===== config.mk =====
export PLATFORM = sky130hd
export DESIGN_NAME = periodic_task_timer_table_unit
export DESIGN_NICKNAME = d
export VERILOG_FILES = /design/src/ptt_pkg.sv /design/src/ptt_ram.sv /design/src/ptt_ctrl.sv /design/src/periodic_task_timer_table_unit.sv
export SDC_FILE = /design/constraint.sdc
export NUM_CORES = 2
export LEC_CHECK = 0
export BUFFER_PORTS_ARGS = -buffer_cell sky130_fd_sc_hd__buf_2
export CORE_ASPECT_RATIO = 0.6
export CORE_UTILIZATION = 55
export CTS_BUF_LIST = sky130_fd_sc_hd__clkbuf_8
export DETAILED_ROUTE_END_ITERATION = 6
export GPL_TIMING_DRIVEN = 1
export PLACE_DENSITY = 0.71
export SYNTH_ARGS = -nofsm -noshare
export SYNTH_HDL_FRONTEND = slang
export SYNTH_SLANG_ARGS = --single-unit

===== constraint.sdc =====
create_clock -name i_clk -period 6.9 [get_ports i_clk]
set_clock_uncertainty 0.2 [all_clocks]
set_input_delay 1.38 -clock i_clk [delete_from_list [all_inputs] [get_ports i_clk]]
set_output_delay 1.38 -clock i_clk [all_outputs]
set_load 0.01 [all_outputs]

===== src/ptt_pkg.sv =====
`timescale 1ns / 1ps
// Shared types and codes for the periodic task timer table.
// No dependencies; imported by ptt_ctrl, the top level and the testbench.
package ptt_pkg;

    localparam int SLOTS_DEF = 16;
    localparam int PERIOD_W  = 24;
    localparam int ID_W      = 16;
    localparam int STEP_W    = 8;
    localparam int OP_W      = 2;
    localparam int STATUS_W  = 3;

    localparam logic [OP_W-1:0] OP_TICK   = 2'd0;
    localparam logic [OP_W-1:0] OP_ADD    = 2'd1;
    localparam logic [OP_W-1:0] OP_REMOVE = 2'd2;

    localparam logic [STATUS_W-1:0] ST_FIRED    = 3'd0;
    localparam logic [STATUS_W-1:0] ST_NONE     = 3'd1;
    localparam logic [STATUS_W-1:0] ST_ADDED    = 3'd2;
    localparam logic [STATUS_W-1:0] ST_REMOVED  = 3'd3;
    localparam logic [STATUS_W-1:0] ST_FULL     = 3'd4;
    localparam logic [STATUS_W-1:0] ST_NOTFOUND = 3'd5;

    // One table entry as held in the RAM word
    typedef struct packed {
        logic [PERIOD_W-1:0] period;
        logic [PERIOD_W-1:0] remaining;
        logic [ID_W-1:0]     ident;
    } t_entry;

    localparam int ENTRY_W = $bits(t_entry);

    // Result request from the sequencer to the output register
    typedef struct packed {
        logic                valid;
        logic [STATUS_W-1:0] status;
        logic [ID_W-1:0]     task_id;
        logic                last;
    } t_emit;

endpackage


===== src/ptt_ram.sv =====
`timescale 1ns / 1ps
// Generic simple dual-port RAM: one write port, one registered read port.
// No dependencies.
module ptt_ram #(
    parameter int WIDTH = 8,
    parameter int DEPTH = 16,
    localparam int AW = (DEPTH > 1) ? $clog2(DEPTH) : 1
) (
    input  logic             i_clk,
    input  logic             i_wr_en,
    input  logic [AW-1:0]    i_wr_addr,
    input  logic [WIDTH-1:0] i_wr_data,
    input  logic             i_rd_en,
    input  logic [AW-1:0]    i_rd_addr,
    output logic [WIDTH-1:0] o_rd_data
);

    logic [WIDTH-1:0] r_mem [DEPTH];
    logic [WIDTH-1:0] r_rd_data;

    always_ff @(posedge i_clk) begin
        if (i_wr_en) begin
            r_mem[i_wr_addr] <= i_wr_data;
        end
        if (i_rd_en) begin
            r_rd_data <= r_mem[i_rd_addr];
        end
    end

    assign o_rd_data = r_rd_data;

endmodule


===== src/ptt_ctrl.sv =====
`timescale 1ns / 1ps
// Sequencer for the task table: add, remove and tick walks over the RAM.
// Depends on ptt_pkg; drives the ports of one ptt_ram.
module ptt_ctrl
    import ptt_pkg::*;
#(
    parameter int SLOTS = SLOTS_DEF,
    localparam int AW = (SLOTS > 1) ? $clog2(SLOTS) : 1,
    localparam int CW = $clog2(SLOTS + 1)
) (
    input  logic                i_clk,
    input  logic                i_rst_n,
    input  logic                i_in_valid,
    output logic                o_in_stall,
    input  logic [OP_W-1:0]     i_op,
    input  logic [PERIOD_W-1:0] i_period,
    input  logic [ID_W-1:0]     i_remove_id,
    input  logic [STEP_W-1:0]   i_tick_step,
    input  logic                i_out_free,
    output t_emit               o_emit,
    output logic                o_rd_en,
    output logic [AW-1:0]       o_rd_addr,
    input  t_entry              i_rd_data,
    output logic                o_wr_en,
    output logic [AW-1:0]       o_wr_addr,
    output t_entry              o_wr_data
);

    typedef enum logic [4:0] {
        S_IDLE  = 5'b00001,
        S_TICK  = 5'b00010,
        S_FIND  = 5'b00100,
        S_SHIFT = 5'b01000,
        S_DONE  = 5'b10000
    } t_state;

    // Entries sit at positions 0 .. count-1, oldest at 0, newest at count-1
    t_state              r_state, n_state;
    logic [CW-1:0]       r_count, n_count;
    logic [AW-1:0]       r_pos, n_pos;
    logic [ID_W-1:0]     r_next_id, n_next_id;
    logic [ID_W-1:0]     r_rid, n_rid;
    logic [STATUS_W-1:0] r_res_status, n_res_status;
    logic [ID_W-1:0]     r_res_id, n_res_id;

    logic [CW-1:0] count_m1;
    logic [AW-1:0] last_pos;
    logic          fire;
    logic          hold;

    assign count_m1   = r_count - CW'(1);
    assign last_pos   = count_m1[AW-1:0];
    assign fire       = i_rd_data.remaining < {{(PERIOD_W-STEP_W){1'b0}}, i_tick_step};
    assign hold       = fire && (r_res_status == ST_FIRED) && !i_out_free;
    assign o_in_stall = (r_state != S_IDLE);

    always_comb begin
        n_state      = r_state;
        n_count      = r_count;
        n_pos        = r_pos;
        n_next_id    = r_next_id;
        n_rid        = r_rid;
        n_res_status = r_res_status;
        n_res_id     = r_res_id;
        o_rd_en      = 1'b0;
        o_rd_addr    = '0;
        o_wr_en      = 1'b0;
        o_wr_addr    = '0;
        o_wr_data    = i_rd_data;
        o_emit       = '0;

        unique case (r_state)
            S_IDLE: begin
                if (i_in_valid) begin
                    unique case (i_op)
                        OP_TICK: begin
                            n_res_status = ST_NONE;
                            n_res_id     = '0;
                            if (r_count == '0) begin
                                n_state = S_DONE;
                            end else begin
                                o_rd_en   = 1'b1;
                                o_rd_addr = last_pos;
                                n_pos     = last_pos;
                                n_state   = S_TICK;
                            end
                        end
                        OP_ADD: begin
                            if (r_count == CW'(SLOTS)) begin
                                n_res_status = ST_FULL;
                                n_res_id     = '0;
                            end else begin
                                o_wr_en             = 1'b1;
                                o_wr_addr           = r_count[AW-1:0];
                                o_wr_data.period    = i_period;
                                o_wr_data.remaining = i_period;
                                o_wr_data.ident     = r_next_id;
                                n_count             = r_count + CW'(1);
                                n_next_id           = r_next_id + ID_W'(1);
                                n_res_status        = ST_ADDED;
                                n_res_id            = r_next_id;
                            end
                            n_state = S_DONE;
                        end
                        OP_REMOVE: begin
                            n_rid = i_remove_id;
                            if (r_count == '0) begin
                                n_res_status = ST_NOTFOUND;
                                n_res_id     = i_remove_id;
                                n_state      = S_DONE;
                            end else begin
                                o_rd_en   = 1'b1;
                                o_rd_addr = last_pos;
                                n_pos     = last_pos;
                                n_state   = S_FIND;
                            end
                        end
                        default: begin
                            n_res_status = ST_NONE;
                            n_res_id     = '0;
                            n_state      = S_DONE;
                        end
                    endcase
                end
            end

            S_TICK: begin
                // Hold the entry while an earlier fired request cannot leave yet
                if (!hold) begin
                    o_wr_en   = 1'b1;
                    o_wr_addr = r_pos;
                    if (fire) begin
                        o_wr_data.remaining = i_rd_data.period;
                        if (r_res_status == ST_FIRED) begin
                            o_emit.valid   = 1'b1;
                            o_emit.status  = ST_FIRED;
                            o_emit.task_id = r_res_id;
                            o_emit.last    = 1'b0;
                        end
                        n_res_status = ST_FIRED;
                        n_res_id     = i_rd_data.ident;
                    end else begin
                        o_wr_data.remaining = i_rd_data.remaining
                                              - {{(PERIOD_W-STEP_W){1'b0}}, i_tick_step};
                    end
                    if (r_pos == '0) begin
                        n_state = S_DONE;
                    end else begin
                        o_rd_en   = 1'b1;
                        o_rd_addr = r_pos - AW'(1);
                        n_pos     = r_pos - AW'(1);
                    end
                end
            end

            S_FIND: begin
                if (i_rd_data.ident == r_rid) begin
                    if (CW'(r_pos) == count_m1) begin
                        n_count      = count_m1;
                        n_res_status = ST_REMOVED;
                        n_res_id     = r_rid;
                        n_state      = S_DONE;
                    end else begin
                        // Close the gap: move every newer entry down by one
                        o_rd_en   = 1'b1;
                        o_rd_addr = r_pos + AW'(1);
                        n_state   = S_SHIFT;
                    end
                end else if (r_pos == '0) begin
                    n_res_status = ST_NOTFOUND;
                    n_res_id     = r_rid;
                    n_state      = S_DONE;
                end else begin
                    o_rd_en   = 1'b1;
                    o_rd_addr = r_pos - AW'(1);
                    n_pos     = r_pos - AW'(1);
                end
            end

            S_SHIFT: begin
                o_wr_en   = 1'b1;
                o_wr_addr = r_pos;
                if ((CW+1)'(r_pos) + (CW+1)'(2) < {1'b0, r_count}) begin
                    o_rd_en   = 1'b1;
                    o_rd_addr = r_pos + AW'(2);
                    n_pos     = r_pos + AW'(1);
                end else begin
                    n_count      = count_m1;
                    n_res_status = ST_REMOVED;
                    n_res_id     = r_rid;
                    n_state      = S_DONE;
                end
            end

            S_DONE: begin
                if (i_out_free) begin
                    o_emit.valid   = 1'b1;
                    o_emit.status  = r_res_status;
                    o_emit.task_id = r_res_id;
                    o_emit.last    = 1'b1;
                    n_state        = S_IDLE;
                end
            end

            default: begin
                n_state = S_IDLE;
            end
        endcase
    end

    always_ff @(posedge i_clk) begin
        if (!i_rst_n) begin
            r_state   <= S_IDLE;
            r_count   <= '0;
            r_next_id <= '0;
        end else begin
            r_state   <= n_state;
            r_count   <= n_count;
            r_next_id <= n_next_id;
        end
    end

    always_ff @(posedge i_clk) begin
        r_pos        <= n_pos;
        r_rid        <= n_rid;
        r_res_status <= n_res_status;
        r_res_id     <= n_res_id;
    end

endmodule


===== src/periodic_task_timer_table_unit.sv =====
`timescale 1ns / 1ps
// Top level of the periodic task timer table: config register, output register.
// Depends on ptt_pkg, ptt_ctrl and ptt_ram.
//
// Usage:
//   Input channel (i_in_valid / o_in_stall) carries one request: tick, add
//   or remove. Output channel (o_out_valid / i_out_stall) returns one or
//   more results per request; o_last marks the final one. A request is taken
//   only while the sequencer is idle, one request at a time. The sequencer
//   returns to idle as the final result enters the output register.
//   Add, unknown op, or tick or remove on an empty table: the sequencer goes
//   straight to S_DONE, and the result enters the output register once free.
//   Remove: entries are searched one at a time from the newest down, then
//   each newer entry is moved down one place to close the gap, and the
//   result leaves from S_DONE.
//   Tick: one RAM entry per cycle through the read-modify-write loop,
//   newest entry first, pausing while a fired entry is held. The single RAM
//   port pair (one read, one write per cycle) sets this rate.
//   tick_step is written through i_cfg_we / i_cfg_wdata; the user must write it
//   only while idle, as the block itself does not enforce this. Reset (synchronous,
//   active low) empties the table, zeroes the id counter and sets tick_step to 1;
//   no clearing pass is needed. A stalled receiver holds the output register; the
//   walk pauses on the next fired entry until the register drains.
module periodic_task_timer_table_unit
    import ptt_pkg::*;
#(
    parameter int SLOTS = SLOTS_DEF
) (
    input  logic                i_clk,
    input  logic                i_rst_n,
    input  logic                i_in_valid,
    output logic                o_in_stall,
    input  logic [OP_W-1:0]     i_op,
    input  logic [PERIOD_W-1:0] i_period,
    input  logic [ID_W-1:0]     i_remove_id,
    output logic                o_out_valid,
    input  logic                i_out_stall,
    output logic [STATUS_W-1:0] o_status,
    output logic [ID_W-1:0]     o_task_id,
    output logic                o_last,
    input  logic                i_cfg_we,
    input  logic [STEP_W-1:0]   i_cfg_wdata
);

    localparam int AW = (SLOTS > 1) ? $clog2(SLOTS) : 1;

    logic [STEP_W-1:0]   r_tick_step;
    logic                r_out_valid;
    logic [STATUS_W-1:0] r_status;
    logic [ID_W-1:0]     r_task_id;
    logic                r_last;
    logic                out_free;
    t_emit               emit;

    logic                rd_en;
    logic [AW-1:0]       rd_addr;
    t_entry              rd_data;
    logic                wr_en;
    logic [AW-1:0]       wr_addr;
    t_entry              wr_data;
    logic [ENTRY_W-1:0]  rd_word;

    assign out_free = !r_out_valid || !i_out_stall;
    assign rd_data  = t_entry'(rd_word);

    ptt_ctrl #(
        .SLOTS (SLOTS)
    ) u_ctrl (
        .i_clk       (i_clk),
        .i_rst_n     (i_rst_n),
        .i_in_valid  (i_in_valid),
        .o_in_stall  (o_in_stall),
        .i_op        (i_op),
        .i_period    (i_period),
        .i_remove_id (i_remove_id),
        .i_tick_step (r_tick_step),
        .i_out_free  (out_free),
        .o_emit      (emit),
        .o_rd_en     (rd_en),
        .o_rd_addr   (rd_addr),
        .i_rd_data   (rd_data),
        .o_wr_en     (wr_en),
        .o_wr_addr   (wr_addr),
        .o_wr_data   (wr_data)
    );

    ptt_ram #(
        .WIDTH (ENTRY_W),
        .DEPTH (SLOTS)
    ) u_ram (
        .i_clk     (i_clk),
        .i_wr_en   (wr_en),
        .i_wr_addr (wr_addr),
        .i_wr_data (wr_data),
        .i_rd_en   (rd_en),
        .i_rd_addr (rd_addr),
        .o_rd_data (rd_word)
    );

    always_ff @(posedge i_clk) begin
        if (!i_rst_n) begin
            r_tick_step <= STEP_W'(1);
            r_out_valid <= 1'b0;
        end else begin
            if (i_cfg_we) begin
                r_tick_step <= i_cfg_wdata;
            end
            if (emit.valid) begin
                r_out_valid <= 1'b1;
            end else if (!i_out_stall) begin
                r_out_valid <= 1'b0;
            end
        end
    end

    // Load a new request only when the register is free
    always_ff @(posedge i_clk) begin
        if (emit.valid) begin
            r_status  <= emit.status;
            r_task_id <= emit.task_id;
            r_last    <= emit.last;
        end
    end

    assign o_out_valid = r_out_valid;
    assign o_status    = r_status;
    assign o_task_id   = r_task_id;
    assign o_last      = r_last;

endmodule


# After elaboration in Yosys (flattened, before gate mapping)
# Memories as Yosys holds them, arrays and structs flattened. A register that Yosys moved wholly into a read port is not among the register bits.
# Cells that the tools add are included.
totals:
  elab_cells: 164
  register_bits: 94
  memories: 1
  ramBits: 1024
  mem_bits_ro: 0
  latch_bits: 0
op_classes:
  muxes: 93
  n_div: 0
  n_lt_le_gt_ge: 2
  bitwise_logic: 1
  multipliers: 0
  n_shift: 0
  reduce_logical: 19
  n_addsub: 8
  n_eq_ne: 28
memory_table:
  columns: ["name", "depth", "width", "read_ports", "rd_clocked_by_memory_dff", "write_ports", "line_no", "source"]
  rows:
  - ["u_ram.r_mem", 16, 64, 1, 1, 1, "ptt_ram.sv:18", "logic [WIDTH-1:0] r_mem [DEPTH];"]
op_table:
  columns: ["op", "n"]
  rows:
  - ["64-bit 2-to-1 mux", 3]
  - ["16-bit 2-to-1 mux", 10]
  - ["21-bit 2-to-1 mux", 4]
  - ["4-bit 2-to-1 mux", 19]
  - ["5-bit 2-to-1 mux", 15]
  - ["24-bit 2-to-1 mux", 3]
  - ["16-bit case mux with 4 select lines", 1]
  - ["24-bit case mux with 2 select lines", 1]
  - ["21-bit case mux with 2 select lines", 1]
  - ["16-bit case mux with 2 select lines", 1]
  - ["4-bit case mux with 4 select lines", 2]
  - ["3-bit 2-to-1 mux", 9]
  - ["5-bit case mux with 5 select lines", 1]
  - ["24-bit by 8-bit < comparator with 1-bit output", 1]
  - ["24-bit by 8-bit subtractor with 24-bit output", 1]
  - ["16-bit by 1-bit adder with 16-bit output, second input constant", 1]
  - ["16-bit == test", 1]
  - ["1-bit 2-to-1 mux", 16]
  - ["2-bit inequality test, second input constant", 8]
  - ["5-bit case mux with 3 select lines", 1]
  - ["7-bit AND reduction", 2]
  - ["2-bit by 1-bit inequality test with 1-bit output, second input constant", 6]
  - ["3-bit case mux with 4 select lines", 1]
  - ["4-bit case mux with 3 select lines", 1]
  - ["37 further kinds", 42]

# Logic depth before layout (Yosys ltp)
depth:
  depth_word: 8
  mapped_depth: 16
  mapped_depth_nobuf: 13

# Cells and area by module
# Synthesis repeated with hierarchy kept, for this count alone.
unflattened:
  hier_cells: 2477
  hier_area_um2: 47162.7
modules_own_cells:
  columns: ["module", "area_each_um2", "cells_per_inst", "instances"]
  rows:
  - ["ptt_ram", 40222.3, 1647, 1]
  - ["ptt_ctrl", 6005.8, 781, 1]
  - ["periodic_task_timer_table_unit", 934.6, 49, 1]

# Worst setup path before layout
# Ideal clock, no wire load.
synth_timing:
  kind: "input to register"
  start: "input i_in_valid"
  end: "memory u_ram.r_mem[6][0] (netlist name), enable pin"
  cell_stages: 7
  arrival_time_ns: 5.266
  n_path_buf: 1
  path_slack_ns: 0.947
  path_cell_list: "and4b_1 > nand2_1 > or2_2 > clkbuf_1 > o22ai_1 > o21ai_0 > nor2_1"
synth_via:
  elab_chain_cells: 4
  word_cells_on_any_way: 6
synth_lines:
  columns: ["element", "line_no", "source"]
  rows:
  - ["from (decl)", "periodic_task_timer_table_unit.sv:31", "input logic i_in_valid,"]
  - ["1-bit 2-to-1 mux", "ptt_ctrl.sv:74", "if (i_in_valid) begin"]
  - ["1-bit case mux with 3 select lines", "ptt_ctrl.sv:72", "unique case (r_state)"]
  - ["1-bit 2-to-1 mux", "ptt_ram.sv:22", "if (i_wr_en) begin"]
  - ["1-bit 2-to-1 mux (not written as such)", "ptt_ram.sv:23", "r_mem[i_wr_addr] <= i_wr_data;"]
  - ["to (decl)", "ptt_ram.sv:18", null]
# Parallel ways exist; a longest one is shown, timed or not.

# Worst setup path in the final report
layout_timing:
  start: "register u_ctrl.r_pos[1]"
  end: "register u_ram.r_rd_data[5] (netlist: u_ram.o_rd_data[5]), read port of u_ram.r_mem, data pin"
layout_via:
  elab_chain_cells: 4
  word_cells_on_any_way: 19
layout_lines:
  columns: ["element", "line_no", "source"]
  rows:
  - ["from (decl)", "ptt_ctrl.sv:40", "logic [AW-1:0] r_pos, n_pos;"]
  - ["from (signal assigned)", "ptt_ctrl.sv:224", "r_pos <= n_pos;"]
  - ["4-bit by 2-bit adder with 5-bit output (tied with other cells)", "ptt_ctrl.sv:183", "if ((CW+1)'(r_pos) + (CW+1)'(2) < {1'b0, r_count}) begin"]
  - ["6-bit by 5-bit < comparator with 1-bit output (tied with other cells)", "ptt_ctrl.sv:183", null]
  - ["4-bit 2-to-1 mux (tied with other cells)", "ptt_ctrl.sv:183", null]
  - ["4-bit case mux with 4 select lines or 1-bit case mux with 4 select lines (tied branches)", "ptt_ctrl.sv:72", null]
  - ["to (decl)", "ptt_ram.sv:19", "logic [WIDTH-1:0] r_rd_data;"]
# Parallel ways exist; a longest one is shown, timed or not.
# A chain may end at the register's enable or synchronous reset.

==> key figures <==
Outcome
  • Status: completed

Layout
  • Fraction of layout cells with a size suffix above 1: 0.123
  • Nets: 3111
  • Area delta synth->final: 10.6%
  • Core Util, Final: 0.619
  • Most frequent cells in the layout: edfxtp_1, mux2i_1, o22ai_1
  • N_diodes: 0
  • Area of the multi-input gates: 11500 um2
  • Register area: 35100 um2
  • Layout fillers: 5989
  • Commonest non-fill, non-tap cell in the layout: edfxtp_1

Route
  • Routed WL per cell: 27.9 um
  • Antenna Violating Nets Remaining: 0
  • Final WL: 119 mm
  • DRC Markers: 0
  • Starting DRT DRC Count: 3745
  • DRT Pass-1 Iters: 6
  • Vias per cell: 6.37
  • Vias: 27300

Synthesis
  • EDFF count, synth: 1147
  • Synthesized area per cell: 16.5 um2
  • Mapped Area: 47200 um2
  • Area leader, netlist: edfxtp_1
  • Seq/Total Area, Yosys: 0.745
  • #FFs+latches synth: 1182
  • Ys flop type: edfxtp_1
  • Synth area leaders: edfxtp_1, mux2i_1, o22ai_1
  • Post-Syn Nets: 2952
  • Syn Inst Count: 2869
  • Yosys top cell area share: 0.730
  • FFs w/ async S/R, synth: 0
  • Number of distinct library cells after synthesis: 65
  • Yosys warns: 0

Global route
  • Largest net degree at the start of global routing: 105
  • GR Overflow Total: 0
  • Gr usage total: 0.274
  • Vias in the first global route: 26800
  • Antenna violations before repair: 1
  • First-pass GRT wire length: 174 mm

Hold path
  • Hold Path Class: flop to flop

Die
  • Die Y: 229 um
  • Rows: 82
  • Die width: 380 um
  • Num ports: 77
  • Core ar.: 84200 um2
  • Initial core utilization: 0.560
  • DIE AREA: 87000 um2

Timing
  • Relative slew slack: 0.133
  • Worst Max-Slew Pin Slew: 1300 ps
  • Final Cycle Share: 0.795
  • Setup TNS: 0 ps
  • Hold Fails Final Rpt: 0
  • Final setup violation count: 0
  • RSZ-0062 raised after global routing: no
  • Fmax: 0.182 GHz
  • Hold WS: 321 ps
  • Final Max Tran Viols: 0
  • Tmin final: 5490 ps

Clocking
  • H-tree depth: 4
  • CTS resizes: 0
  • Worst-Skew Late Latency: 860 ps
  • CTS root buf: clkbuf_8
  • Number of setup buffers added after CTS: 0
  • CTS tree: yes
  • CTS max path bufs: 3
  • Inserted Clock Buffers: 161
  • Reg clk slew, reported paths: 60 ps
  • Clock sink total: 1182
  • Hold buffers post-CTS: 0

Power and ir drop
  • Leakage power: 17.2 nW
  • Pwr dens: 259 nW/um2
  • Peak VDD IR: 0.175 mV
  • Total power: 13.5 mW

Place
  • Final GP Congestion: 0.875
  • Post-DP HPWL: 64.6 mm
  • I/O Buffers: 76

Run
  • Maxcap violations: 0

Critical path
  • Critical path class: flop to flop
  • CP Capture Type: flop
  • CP Launch Type: flop
  • WP data required: 7280 ps
  • Worst-path fanout max: 46
  • Data arrival, critical path: 5870 ps
[per-stage QoR]
stage / worst slack, ps / cell area (um2) / instances
2_1_floorplan: 947 / 47200 / 2869
3_3_place_gp: 1440 / 49300 / 3998
3_5_place_dp: 1290 / 49300 / 3999
4_1_cts: 1540 / 52200 / 4282
5_1_grt: 1260 / 52200 / 4282
6_report: 1410 / 52200 / 4282
[Yosys cell counts (4+ instances only)]
library cell,number
a21boi_0,4
a21o_1,5
a21oi_1,37
a222oi_1,5
a22oi_1,37
and2_1,23
and3_1,12
buf_1,4
buf_2,32
buf_4,29
buf_6,4
clkbuf_1,80
dfxtp_1,35
edfxtp_1,1147
ha_1,27
inv_1,26
mux2i_1,522
nand2_1,185
nand2b_1,5
nand3_1,20
nand3b_1,4
nor2_1,81
nor2b_1,5
nor3_1,14
nor3b_1,4
nor4_1,11
o211ai_1,13
o21ai_0,61
o221ai_1,4
o22ai_1,260
or3_1,11
or4_1,66
xnor2_1,18
xor2_1,30
[critical path, stage by stage, from the launching register on]
cell      delay [ps]
edfxtp_1         520
inv_1            320
ha_1             330
ha_1             280
o21ai_0          100
a21oi_1          130
nor3_1           810
a221oi_1         280
and2_1           350
nand3_4          350
buf_4            780
o22ai_1          180
or4_1            520
[report_power, final]
group          leakage [nW]  internal, mW  total, mW  switching [mW]
registers              10.6          7.91       7.93          0.0243
clock network          1.66          2.35       4.93            2.57
logic                  4.94         0.235      0.661           0.426
total                  17.2          10.5       13.5            3.02
[cell families after synthesis]
| family | after synthesis | synth area share |
|---|---|---|
| compound gates | 454 | 0.0611 |
| buf+inv | 175 | 0.0177 |
| flops | 1182 | 0.745 |
| simple gates | 456 | 0.0483 |
| xor+xnor | 49 | 0.00938 |
| fa+ha+maj | 28 | 0.00758 |
| mux | 525 | 0.111 |
[sequential cells by signal, indices dropped and copies added, names as in the netlist]
| signal | flops |
|---|---|
| o_last | 1 |
| o_out_valid | 1 |
| o_status | 3 |
| o_task_id | 16 |
| r_tick_step | 8 |
| u_ctrl.r_count | 5 |
| u_ctrl.r_next_id | 16 |
| u_ctrl.r_pos | 4 |
| u_ctrl.r_res_id | 16 |
| u_ctrl.r_res_status | 3 |
| u_ctrl.r_rid | 16 |
| u_ctrl.r_state | 5 |
| u_ram.o_rd_data | 64 |
| u_ram.r_mem | 1024 |
[metal layers]
metal | part of all wire | GRT usage | routed length (um) | vias to the layer above
li1 | - | - | - | 11700
met4 | 0.022 | 0.0898 | 2670 | 0
met2 | 0.44 | 0.398 | 52600 | 1644
met3 | 0.12 | 0.0635 | 13800 | 226
met1 | 0.42 | 0.409 | 50200 | 13700
met5 | 0 | 0 | 0 | -
[cell type report]
type	count	share of cell area
Clock inverter	117	0.0115
Multi-Input combinational cell	1512	0.220
Clock buffer	166	0.0438
Sequential cell	1182	0.674
Timing Repair Buffer	145	0.0224
Tap cell	1134	0.0272
Inverter	26	0.00187
[worst paths after layout]
path	from	to	slack [ps]	cells past startpoint
worst max register to register	u_ctrl.r_pos[1]$_DFFE_PP_	u_ram.o_rd_data[5]$_DFFE_PP_	1410	12
worst min register to register	u_ctrl.r_res_id[14]$_DFFE_PP_	o_task_id[14]$_DFFE_PP_	320	1
worst min-delay path	u_ctrl.r_res_id[14]$_DFFE_PP_	o_task_id[14]$_DFFE_PP_	320	1
worst max-delay path	u_ctrl.r_pos[1]$_DFFE_PP_	u_ram.o_rd_data[5]$_DFFE_PP_	1410	12
No activity file was read; power rests on OpenSTA's default activity.
